**config.mk**
```make
export PLATFORM = sky130hd
export DESIGN_NAME = hlos_front
export DESIGN_NICKNAME = d
export VERILOG_FILES = /design/src/sv/hlos_pkg.sv /design/src/sv/hlos_front.sv
export SDC_FILE = /design/constraint.sdc
export NUM_CORES = 1
export LEC_CHECK = 0
export BUFFER_PORTS_ARGS = -buffer_cell sky130_fd_sc_hd__buf_2
export CORE_UTILIZATION = 35
export DETAILED_ROUTE_END_ITERATION = 8
export GPL_TIMING_DRIVEN = 0
export PLACE_DENSITY_LB_ADDON = 0.08
export RECOVER_POWER = 25
export SLEW_MARGIN = 20
export SYNTH_ARGS = -nofsm -noshare
export SYNTH_HDL_FRONTEND = slang
export SYNTH_SLANG_ARGS = --single-unit
```
**constraint.sdc**
```tcl
create_clock -name vclk -period 2.29
set_input_delay 0.229 -clock vclk [all_inputs]
set_output_delay 0.229 -clock vclk [all_outputs]
set_load 0.1 [all_outputs]
```
**src/sv/hlos_pkg.sv**
```systemverilog
// shared types and constants for the heightfield line-of-sight core
// no dependencies
package hlos_pkg;

   localparam int GRID_DIM    = 64;
   localparam int COORD_BITS  = 6;
   localparam int ADDR_BITS   = 2 * COORD_BITS;
   localparam int HEIGHT_BITS = 8;

   localparam logic [1:0] CMD_WRITE_MIN = 2'd0;
   localparam logic [1:0] CMD_WRITE_MAX = 2'd1;
   localparam logic [1:0] CMD_QUERY     = 2'd2;

   localparam logic [1:0] REG_GRID_WIDTH    = 2'd0;
   localparam logic [1:0] REG_GRID_HEIGHT   = 2'd1;
   localparam logic [1:0] REG_LEVEL_COUNT   = 2'd2;
   localparam logic [1:0] REG_LEVEL_SPACING = 2'd3;

   typedef enum logic [1:0] {
      KIND_WRITE_MIN,
      KIND_WRITE_MAX,
      KIND_VISIBLE,
      KIND_MARCH
   } kind_type;

   typedef struct packed {
      kind_type                kind;
      logic [COORD_BITS-1:0]   cell_x;
      logic [COORD_BITS-1:0]   cell_y;
      logic [HEIGHT_BITS-1:0]  height_value;
      logic [7:0]              src_level;
      logic [COORD_BITS-1:0]   dst_x;
      logic [COORD_BITS-1:0]   dst_y;
   } op_type;

   typedef struct packed {
      logic [6:0] grid_width;
      logic [6:0] grid_height;
      logic [7:0] level_count;
      logic [7:0] level_spacing;
   } cfg_type;

endpackage

```
**src/sv/hlos_front.sv**
```systemverilog
// front end: classifies incoming words into map writes, trivial answers and marches
// depends on hlos_pkg
module hlos_front (
   input  logic             req_valid,
   output logic             req_stall,
   input  logic [1:0]       req_command,
   input  logic [5:0]       req_cell_x,
   input  logic [5:0]       req_cell_y,
   input  logic [7:0]       req_height_value,
   input  logic [7:0]       req_src_level,
   input  logic [5:0]       req_dst_x,
   input  logic [5:0]       req_dst_y,
   input  hlos_pkg::cfg_type cfg,
   input  logic             q_full,
   output logic             push,
   output hlos_pkg::op_type push_op
);

   logic [6:0] gw;
   logic [6:0] gh;
   logic       outside;
   logic       useful;

   assign gw = (cfg.grid_width > 7'(hlos_pkg::GRID_DIM)) ? 7'(hlos_pkg::GRID_DIM)
                                                          : cfg.grid_width;
   assign gh = (cfg.grid_height > 7'(hlos_pkg::GRID_DIM)) ? 7'(hlos_pkg::GRID_DIM)
                                                           : cfg.grid_height;

   assign outside = ({1'b0, req_cell_x} >= gw) || ({1'b0, req_cell_y} >= gh) ||
                    ({1'b0, req_dst_x} >= gw) || ({1'b0, req_dst_y} >= gh) ||
                    (req_src_level >= cfg.level_count);

   always_comb begin
      push_op.cell_x       = req_cell_x;
      push_op.cell_y       = req_cell_y;
      push_op.height_value = req_height_value;
      push_op.src_level    = req_src_level;
      push_op.dst_x        = req_dst_x;
      push_op.dst_y        = req_dst_y;
      useful               = 1'b1;
      case (req_command)
         hlos_pkg::CMD_WRITE_MIN: push_op.kind = hlos_pkg::KIND_WRITE_MIN;
         hlos_pkg::CMD_WRITE_MAX: push_op.kind = hlos_pkg::KIND_WRITE_MAX;
         hlos_pkg::CMD_QUERY:
            push_op.kind = outside ? hlos_pkg::KIND_VISIBLE : hlos_pkg::KIND_MARCH;
         default: begin
            push_op.kind = hlos_pkg::KIND_VISIBLE;
            useful       = 1'b0;
         end
      endcase
   end

   assign req_stall = q_full;
   assign push      = req_valid && !q_full && useful;

endmodule

```
After elaboration in Yosys (flattened, before gate mapping)
Cells that the tools add are included.
{ "word_totals": {"register_bits": 0, "elab_cells": 23} }
{ "classes": {"order_cmp": 7, "reduce_logical": 9, "n_eq_ne": 2, "muxes": 5} }
{ "ops": {"columns": ["cell", "n"], "rows": [
  ["$ge 6x7->1", 4],
  ["$gt 7x7->1 const B", 2],
  ["$mux 7", 2],
  ["$ge 8x8->1", 1],
  ["$pmux 2 s3", 1],
  ["$logic_or 1x1->1", 4],
  ["$reduce_or 3->1", 1],
  ["$eq 2x1->1 const B", 1],
  ["$eq 2x2->1 const B", 1],
  ["$logic_and 1x1->1", 2],
  ["$logic_not 2->1", 1],
  ["$mux 1", 2],
  ["$logic_not 1->1", 1]
]} }

Logic depth before layout (Yosys ltp)
{ "depth": {"depth_word": 9, "depth_mapped": 8, "ltp_nobuf": 7} }

Worst setup path before layout
OpenSTA, ideal clock, no wires.
{ "synth_path": {"path_type": "in2out", "start": "input req_valid", "end": "output push", "path_slack_ps": -442, "required_time_ps": 2061, "path_stages": 2, "t_arrival_ps": 2503, "path_cell_list": "inv_1 a211oi_1"} }
{ "synth_between": {"elab_chain_len": 2} }
{ "synth_lines": {"columns": ["item", "line_no", "text"], "rows": [
  ["start: declaration", "hlos_front.sv:4", "input logic req_valid,"],
  ["$logic_and 1x1->1 (2 in series)", "hlos_front.sv:54", "assign push = req_valid && !q_full && useful;"],
  ["end: declaration", "hlos_front.sv:15", "output logic push,"]
]} }
No other way between the ends.

==> metrics.txt <==
die area 0.00344 sq mm; Final setup viols 0; Mapped Area 0.00112 sq mm; crit path max fanout 10; PortBufs 101; Initial Utilization a little under two fifths; first-pass iteration count of the detailed router 2; Placed Cells ~290; Die Wd between 50 and 60 um; power per cell area roughly 340 mW/mm^2; first-pass GRT wire length 3.38 mm; largest stage delay on the critical path 0.36 ns; capture point of the worst path push_op[40]; Worst Path Required 2.06 ns; die height slightly below 60 um; Max Fclk between 400 and 500 MHz; Rel. slew slack a little under a quarter; crit path launch type input port; area delta synth->final 53.7%; Hold Path Class in2out; Worst VDD drop 0.188 mV; pin count of the biggest net entering global routing 11; DP HPWL approximately 2.3 mm; Max-cap violations 0; number of nets in the layout between 300 and 400; smallest hold slack a little under 0.9 ns; # clk buffers 0; Critical path origin cfg[29]; share of cells above drive strength 1 57.8%; YS warnings 0; Pleak roughly 1.0 nW; setup repair after global routing missed its margin false; Period minus WS final roughly 2.2 ns; Vias about 1200; seq_cells 0; post-route DRC violation count 0; Antenna Diode Count 0; multi-input logic area 792 sq um; num ports 118; Crit path max-delay family compound AO/OA/AOI/OAI gates; final period utilization between 90% and 100%; initial antenna violation count 0; FP Rows 20; endpoint class of the critical path primary output; worst path cell trace buf_2 -> nand2b_1 -> ha_1 -> a21o_1 -> nand2_1 -> a21oi_2 -> a2111oi_2 -> a32o_4 -> buf_12; Yosys cell types 25; Avg Inst Size Synth between 7 and 8 sq um; Core Area between 0.003 and 0.004 sq mm; Final Hold Fails 0; Register Area 0 sq um; syn nets around 250; Slew @ Worst Pin between 1 and 1.5 ns; sequential share of the synthesized area 0%; Post-Route WL between 2 and 2.5 mm; Final Non-Filler Cells roughly 290; number of global-route vias before repair roughly 900; CP arrival between 1.5 and 2 ns; Crit path depth 9; Routed Antenna Nets 0; DRT iter0 DRCs 9; crit path max-delay cell type a2111oi_2; crit path buf inv count 2; routability cong. slightly above 0.7; status finished clean; vias per cell between 4 and 5; Max Slew Vio Count 0; DR WL/cell between 8 and 9 um; GR Util All Layers 11.8%; Setup CP Type in2out; total gr overflow 0; filler cell count 325; Mapped Cells around 140; total chip power 0.580 mW
==> per-layer routing <==
metal / GRT usage (%) / vias up / wire length (um) / part of all wire [%]
met2: 22.8 / 58 / 1110 / 46
met3: 0.440 / 0 / 174 / 7.2
met4: 0 / 0 / 0 / 0
li1: - / 661 / - / -
met5: 0 / - / 0 / 0
met1: 15.2 / 506 / 1120 / 47
==> cell families (layout without fill, tap and decap cells) <==
family          after synthesis  count (layout)  share of synthesized area [%]
simple gates                 30              30                           15.9
buf+inv                      57             158                           33.1
fa+ha+maj                    32              32                           35.6
compound gates               24              24                           15.3
==> synth_stat cells <==
cell type | n | area share [%]
a2111o_1 | 1 | 1.0
nand2_1 | 3 | 1.0
o21ai_0 | 3 | 1.3
a2111oi_2 | 1 | 1.3
dlygate4sd1_1 | 1 | 0.78
buf_4 | 41 | 27
ha_1 | 32 | 36
nor2b_1 | 2 | 1.1
a31oi_1 | 1 | 0.56
nand4_1 | 1 | 0.56
inv_1 | 14 | 4.7
a32o_1 | 1 | 0.89
nor3_1 | 1 | 0.44
nor4_1 | 1 | 0.56
nand2b_1 | 15 | 8.3
o22ai_1 | 1 | 0.56
and4b_1 | 2 | 1.8
o221ai_1 | 1 | 0.78
a21oi_1 | 5 | 2.2
clkbuf_1 | 1 | 0.33
a21o_1 | 3 | 2.0
nor2_1 | 4 | 1.3
a211oi_1 | 6 | 4.0
nand4b_1 | 1 | 0.78
a22oi_1 | 1 | 0.67
==> stage by stage <==
stage,cell area (sq um),setup WS (ns),TNS (ns),util (%)
2_1_floorplan,1140,0.100,0,-
3_3_place_gp,1700,-0.312,-0.312,55.7
3_5_place_dp,1700,-0.315,-0.315,55.7
4_1_cts,1720,0.0390,0,56.3
5_1_grt,1730,0.00887,0,56.6
6_report,1730,0.0864,0,56.6
==> where the power goes <==
part           leakage [nW]  switching, mW  total [mW]  internal (mW)
registers                 0              0           0              0
clock network             0              0           0              0
logic                  1.02          0.411       0.580          0.170
total                  1.02          0.411       0.580          0.170
==> worst min-delay path by stage <==
stage                         from           to  depth (start not counted)
5_1_grt                     q_full         push                          3
3_3_place_gp   req_height_value[0]  push_op[20]                          2
4_1_cts        req_height_value[4]  push_op[24]                          2
2_1_floorplan               q_full         push                          1
3_5_place_dp   req_height_value[4]  push_op[24]                          2
6_report                    q_full         push                          3
==> layout by cell type (no fill, tap or decap), types with 2 or more instances in the layout <==
cell type	instances
nand2b_1	14
a211oi_1	3
ha_1	32
o21ai_0	3
and4b_1	2
a211oi_2	3
nand2_1	3
a21o_1	3
a21oi_1	4
clkbuf_1	10
nor2_1	4
inv_1	14
buf_2	91
buf_4	41
==> final cells by class <==
cell class / instances / area share (%)
plain buffers: 43 / 18.6
inverters: 14 / 3.04
multi-input cells: 86 / 45.8
well taps: 44 / 3.18
repair buffers: 101 / 29.4
==> what timing repair did <==
item,in CTS,in global routing
gates resized for setup,5,6
hold buffers,0,0
buffers inserted,0,0
pin swaps,2,3
endpoints found under the hold margin,0,0
setup endpoints to repair,1,1
Power figures use the tool's default switching activity.
