## src/sv/hlos_pkg.sv

```systemverilog
// shared types and constants for the heightfield line-of-sight core
// no dependencies
package hlos_pkg;

   localparam int GRID_DIM    = 64;
   localparam int COORD_BITS  = 6;
   localparam int ADDR_BITS   = 2 * COORD_BITS;
   localparam int HEIGHT_BITS = 8;

   localparam logic [1:0] CMD_WRITE_MIN = 2'd0;
   localparam logic [1:0] CMD_WRITE_MAX = 2'd1;
   localparam logic [1:0] CMD_QUERY     = 2'd2;

   localparam logic [1:0] REG_GRID_WIDTH    = 2'd0;
   localparam logic [1:0] REG_GRID_HEIGHT   = 2'd1;
   localparam logic [1:0] REG_LEVEL_COUNT   = 2'd2;
   localparam logic [1:0] REG_LEVEL_SPACING = 2'd3;

   typedef enum logic [1:0] {
      KIND_WRITE_MIN,
      KIND_WRITE_MAX,
      KIND_VISIBLE,
      KIND_MARCH
   } kind_type;

   typedef struct packed {
      kind_type                kind;
      logic [COORD_BITS-1:0]   cell_x;
      logic [COORD_BITS-1:0]   cell_y;
      logic [HEIGHT_BITS-1:0]  height_value;
      logic [7:0]              src_level;
      logic [COORD_BITS-1:0]   dst_x;
      logic [COORD_BITS-1:0]   dst_y;
   } op_type;

   typedef struct packed {
      logic [6:0] grid_width;
      logic [6:0] grid_height;
      logic [7:0] level_count;
      logic [7:0] level_spacing;
   } cfg_type;

endpackage

```

## src/sv/hlos_queue.sv

```systemverilog
// two-entry queue of classified words between front and back
// depends on hlos_pkg
module hlos_queue (
   input  logic             clock,
   input  logic             reset,
   input  logic             push,
   input  hlos_pkg::op_type push_op,
   input  logic             pop,
   output logic             full,
   output logic             empty,
   output hlos_pkg::op_type head
);

   hlos_pkg::op_type slot_ff [2];
   logic             wr_ptr_ff, wr_ptr_in;
   logic             rd_ptr_ff, rd_ptr_in;
   logic [1:0]       count_ff, count_in;

   assign full  = (count_ff == 2'd2);
   assign empty = (count_ff == 2'd0);
   assign head  = slot_ff[rd_ptr_ff];

   always_comb begin
      wr_ptr_in = wr_ptr_ff ^ push;
      rd_ptr_in = rd_ptr_ff ^ pop;
      count_in  = count_ff + 2'(push) - 2'(pop);
   end

   always_ff @(posedge clock) begin
      if (reset) begin
         wr_ptr_ff <= 1'b0;
         rd_ptr_ff <= 1'b0;
         count_ff  <= 2'd0;
      end else begin
         wr_ptr_ff <= wr_ptr_in;
         rd_ptr_ff <= rd_ptr_in;
         count_ff  <= count_in;
      end
      if (push) begin
         slot_ff[wr_ptr_ff] <= push_op;
      end
   end

endmodule

```

## config.mk

```make
export PLATFORM = sky130hd
export DESIGN_NAME = hlos_queue
export DESIGN_NICKNAME = d
export VERILOG_FILES = /design/src/sv/hlos_pkg.sv /design/src/sv/hlos_queue.sv
export SDC_FILE = /design/constraint.sdc
export NUM_CORES = 1
export LEC_CHECK = 0
export ABC_CLOCK_PERIOD_IN_PS = 2200
export BUFFER_PORTS_ARGS = -buffer_cell sky130_fd_sc_hd__buf_2
export CORE_MARGIN = 2
export CORE_UTILIZATION = 47
export CTS_CLUSTER_DIAMETER = 50
export DETAILED_ROUTE_END_ITERATION = 12
export PLACE_DENSITY = 0.75
export SETUP_SLACK_MARGIN = 0.4
export SYNTH_ARGS = -nofsm -noshare
export SYNTH_HDL_FRONTEND = slang
export SYNTH_SLANG_ARGS = --single-unit
```

## constraint.sdc

```tcl
create_clock -name clock -period 2.2 [get_ports clock]
set_clock_uncertainty 0.05 [all_clocks]
set_input_delay 0.66 -clock clock [delete_from_list [all_inputs] [get_ports clock]]
set_output_delay 0.66 -clock clock [all_outputs]
set_load 0.05 [all_outputs]
```

Word-level counts from Yosys, hierarchy flattened

Memories as Yosys holds them, arrays and structs flattened. A register that Yosys moved wholly into a read port is not among the register bits.
Index checks and enable logic that the tools add are counted.

$add $sub $neg: 2
Eq/ne operators: 1
Mux-type cells: 3
Bitwise logic cells: 2
Reductions and logical operators: 1

Operators by type and width:

| kind                 | number |
|---|---|
| $mux W1              | 3 |
| $add A2 B1 Y2        | 1 |
| $eq A2 B2 Y1 const B | 1 |
| $logic_not A2 Y1     | 1 |
| $sub A2 B1 Y2        | 1 |
| $xor A1 B1 Y1        | 2 |

Logic and storage cells: 13
Input bits: 46
Bits in writable memories: 84
Register bits after elaboration: 4
Memories: 1
Output and inout port bits: 44

Memories:

| memory  | words | bits a word | read ports | clocked after Yosys merged registers in | wr ports | RTL line         | source |
|---|---|---|---|---|---|---|---|
| slot_ff | 2     | 42          | 1          | 1                                       | 1        | hlos_queue.sv:14 | `hlos_pkg::op_type slot_ff [2];` |

Logic depth before layout (Yosys ltp)

Word-level depth: 2
Depth in mapped cells: 6
Gate-level depth less buffers: 6

Worst setup path before layout

Ideal clock, no wire load.

Kind: input to register
Start: input push
End: memory slot_ff[0][0] (netlist bit) (enable)
Arrival: 1.716 ns
Required time: 1.746 ns
Path buffers: 0
Stages on the path: 1
Slack: 0.031 ns
Setup time: 0.404 ns
Cell sequence: ha_1

Longest elaborated chain between the ends: 2

Ends and longest elaborated chain:

| element                       | RTL line         | source |
|---|---|---|
| start: declaration            | hlos_queue.sv:6  | `input logic push,` |
| $mux W1                       | hlos_queue.sv:39 | `if (push) begin` |
| $mux W1 (implied by the code) | hlos_queue.sv:40 | `slot_ff[wr_ptr_ff] <= push_op;` |
| end: declaration              | hlos_queue.sv:14 |  |

Every way passes these cells.

==> qor.yml <==
die:
  die_y_um: 89.47
  coreArea_sq_mm: 0.007176
  die_area_sq_mm: 0.008005
  initial_core_util_pct: 47.85
  rows: 31
  pin_count: 90
  die_w_um: 89.47
min_path:
  hold_path_class: "in -> reg"
  hp-start: "push_op[38]"
  hold_depth: 1
  hold_end: "slot_ff[0][38]$_DFFE_PP_"
drt:
  met2_length_mm: 3.566
  ant_nets: 0
  routed.top_layer: "met5"
  wl_mm: 6.447
  drt_iter0_drc: 68
  drt_first_pass_iters: 4
  detail_route.wl_per_cell_um: 17.61
  vias: 1731
  wl_met3_um: 310
  drc_errors: 0
  routed_via_density: 4.730
  wl_met1_mm: 2.461
placed_design:
  gp_congestion: 0.6533
  dp_slack_ns: 0.3510
  numPortBuffers: 89
  post-dp-hpwl_mm: 3.763
grt:
  grt_pass1_wl_mm: 9.032
  grt_pass1_vias: 1843
  grt_overflow: 0
  antenna_found_initial: 1
  grt_max_degree: 28
  grt.total_usage_pct: 16.25
timing:
  post-route-period-util_pct: 99.68
  tightest_slew_ns: 0.3823
  rsz0062_at_grt: "yes"
  timing.hold.ws_ns: 0.4429
  setup-tns-final_ns: 0
  worst_slack_ns: 0.007059
  period_needed_ns: 2.193
  max_freq_ghz: 0.4560
  finalSetupViolations: 0
  maxSlewViolCount: 0
  relSlewSlack_pct: 74.51
  hold_violations: 0
logic_synthesis:
  yosysUniqueCellTypes: 12
  synth_area_leaders: "edfxtp_1 73%, mux2_4 17%, buf_12 2.3%"
  syn_avg_cell_area_sq_um: 22.89
  synthesis.nets: 200
  synth_top_area_share_pct: 73.47
  synth-seq-cells: 88
  synth_area_sq_mm: 0.003433
  synth-simple-area-share_pct: 0.8017
  synth_compound_area_share_pct: 0
  syn_inst: 150
  yosys.area_share.adder_pct: 1.458
  yosysTopAreaCell: "edfxtp_1"
  synthXorXnorAreaFrac_pct: 0.9111
  synth_top_family_by_area: "multiplexers"
  synth_warnings: 0
  synth.area.mux_share_pct: 18.04
  ys_seq_area_share_pct: 75.80
layout:
  drive_above_1_share_pct: 62.92
  areaGrowthSynthToFinish_pct: 39.94
  fin_nets: 312
  utilization_pct: 66.96
  antenna_cells: 0
power_and_ir_drop:
  power.net_switching_mw: 1.168
  power.density_mw_per_mm2: 887.1
  combPwrFrac_pct: 25.4
  clkPwrFrac_pct: 27.9
  p_int_mw: 3.094
  power_leakage_nw: 1.926
  power_mw: 4.262
  ir_worst_vdd_v: 0.0005358
  swShare_pct: 27.41
  seqPwrFrac_pct: 46.7
worst_setup_path:
  cp_top_family: "buffers and inverters"
  critPathSlowestCell: "dfxtp_4"
  reg2reg_depth: 6
  regToRegSetupSlack_ns: 0.91
  crit_required_ns: 1.49
  path_buf_inv: 3
  cp_max_fo: 10
  startpoint_type: "flop"
  path_class: "reg -> out"
  slowest_delay_ns: 0.40
  arrival_ns: 1.48
  crit_path_cell_trace: "buf_6 -> buf_16 -> mux2_4 -> buf_8"
  end_kind: "output pin"
  r2r_end: "count_ff[1]$_SDFF_PP0_"
  r2r_start: "count_ff[0]$_SDFF_PP0_"
  crit_cells: 4
cts:
  clk-insertion-delay-late_ns: 0.34
  cts_tree: "done"
  cts_made_buffers: 9
  cts-htree-levels: 3
  root_buffer: "clkbuf_8"
  cts-hold-fix-buffers: 0
  clk_pin_slew_worst_paths_ns: 0.09
  clk_path_buf_depth: 2
  cts_sinks: 88
job:
  drv_cap: 0
outcome:
  status: "finished clean"
[cells in the final DEF, fill, tap and decap left out]
| cell | synthesis | routed |
|---|---|---|
| xnor3_1 | 1 | 1 |
| clkbuf_16 | 0 | 2 |
| clkinv_2 | 0 | 1 |
| buf_12 | 4 | 3 |
| dfxtp_1 | 4 | 2 |
| buf_2 | 0 | 45 |
| nor2b_2 | 0 | 1 |
| clkinv_4 | 0 | 1 |
| nor2b_1 | 2 | 1 |
| clkinv_1 | 0 | 1 |
| dfxtp_4 | 0 | 1 |
| edfxtp_1 | 84 | 84 |
| mux2_4 | 39 | 42 |
| buf_4 | 0 | 7 |
| ha_2 | 0 | 2 |
| clkbuf_8 | 0 | 9 |
| ha_1 | 4 | 2 |
| buf_8 | 0 | 30 |
| inv_1 | 3 | 3 |
| inv_6 | 0 | 1 |
| clkbuf_4 | 0 | 1 |
| clkinvlp_4 | 0 | 1 |
| bufinv_16 | 0 | 2 |
| buf_6 | 1 | 15 |
| dfxtp_2 | 0 | 1 |
| nor2_1 | 4 | 4 |
| xnor2_1 | 1 | 1 |
| buf_16 | 0 | 3 |
[layer usage]
metal | up-vias | GRT usage [%]
li1 | 805 | -
met1 | 863 | 17.80
met2 | 53 | 28.89
met3 | 8 | 5.263
met4 | 2 | 6.920
met5 | - | 0
[worst max path at each step]
stage	to	slack, ns	from
CTS	head[10]	-0.01	rd_ptr_ff$_SDFF_PP0_
detailed placement	head[0]	0.35	rd_ptr_ff$_SDFF_PP0_
global placement	head[1]	0.37	rd_ptr_ff$_SDFF_PP0_
finish	head[39]	0.007	rd_ptr_ff$_SDFF_PP0_
global route	head[39]	-0.04	rd_ptr_ff$_SDFF_PP0_
floorplan	full	0.42	count_ff[1]$_SDFF_PP0_
[cells by family after synthesis]
logic type               after synthesis
AND/OR/NAND/NOR                        6
adder cells (fa/ha/maj)                4
XOR/XNOR                               2
flip-flops                            88
buffers and inverters                  8
multiplexers                          42
[registers in the layout, indices dropped and copies added (netlist names)]
signal	flops
slot_ff	84
count_ff	2
rd_ptr_ff	1
wr_ptr_ff	1
[worst reg2reg max path: cells and delay by family (launching register included)]
kind | cells | cell delay, ns
simple gates | 1 | 0.08
flops | 1 | 0.38
buf+inv | 2 | 0.12
fa+ha+maj | 2 | 0.40
xor+xnor | 1 | 0.21
[per-stage QoR]
stage	instance area, sq um	instances
floorplan	3438	150
global placement	3988	339
detailed placement	3988	339
CTS	4726	362
global route	4805	366
finish	4805	366
[synth_stat cells]
| master | count |
|---|---|
| buf_12 | 4 |
| buf_6 | 1 |
| dfxtp_1 | 4 |
| edfxtp_1 | 84 |
| ha_1 | 4 |
| inv_1 | 3 |
| mux2_2 | 3 |
| mux2_4 | 39 |
| nor2_1 | 4 |
| nor2b_1 | 2 |
| xnor2_1 | 1 |
| xnor3_1 | 1 |
[power groups by stage]
| stage | Sequential (mW) | Clock (mW) | Combinational [mW] |
|---|---|---|---|
| after floorplan | 2.01 | 0 | 0.651 |
| after global placement | 2.02 | 0 | 0.792 |
| after detailed placement | 2.03 | 0 | 0.800 |
| after CTS | 1.99 | 1.22 | 1.05 |
| after global routing | 2.00 | 1.29 | 1.13 |
| final | 1.99 | 1.19 | 1.08 |
[area by class of cell]
| cell class | count | area [sq um] |
|---|---|---|
| Sequential cell | 88 | 2608 |
| Fill cell | 475 | 2371 |
| Multi-Input combinational cell | 54 | 747.0 |
| Tap cell | 99 | 123.9 |
| Clock inverter | 7 | 93.84 |
| Inverter | 3 | 11.26 |
| Timing Repair Buffer | 106 | 1097 |
| Clock buffer | 9 | 123.9 |
[repair_timing]
action / 4_1_cts / 5_1_grt
setup buffers: 4 / 2
resized for setup: 123 / 5
setup endpoints to repair: 43 / 44
endpoints found under the hold margin: 0 / 0
gates cloned: 3 / 2
No activity file was read; power rests on OpenSTA's default activity.
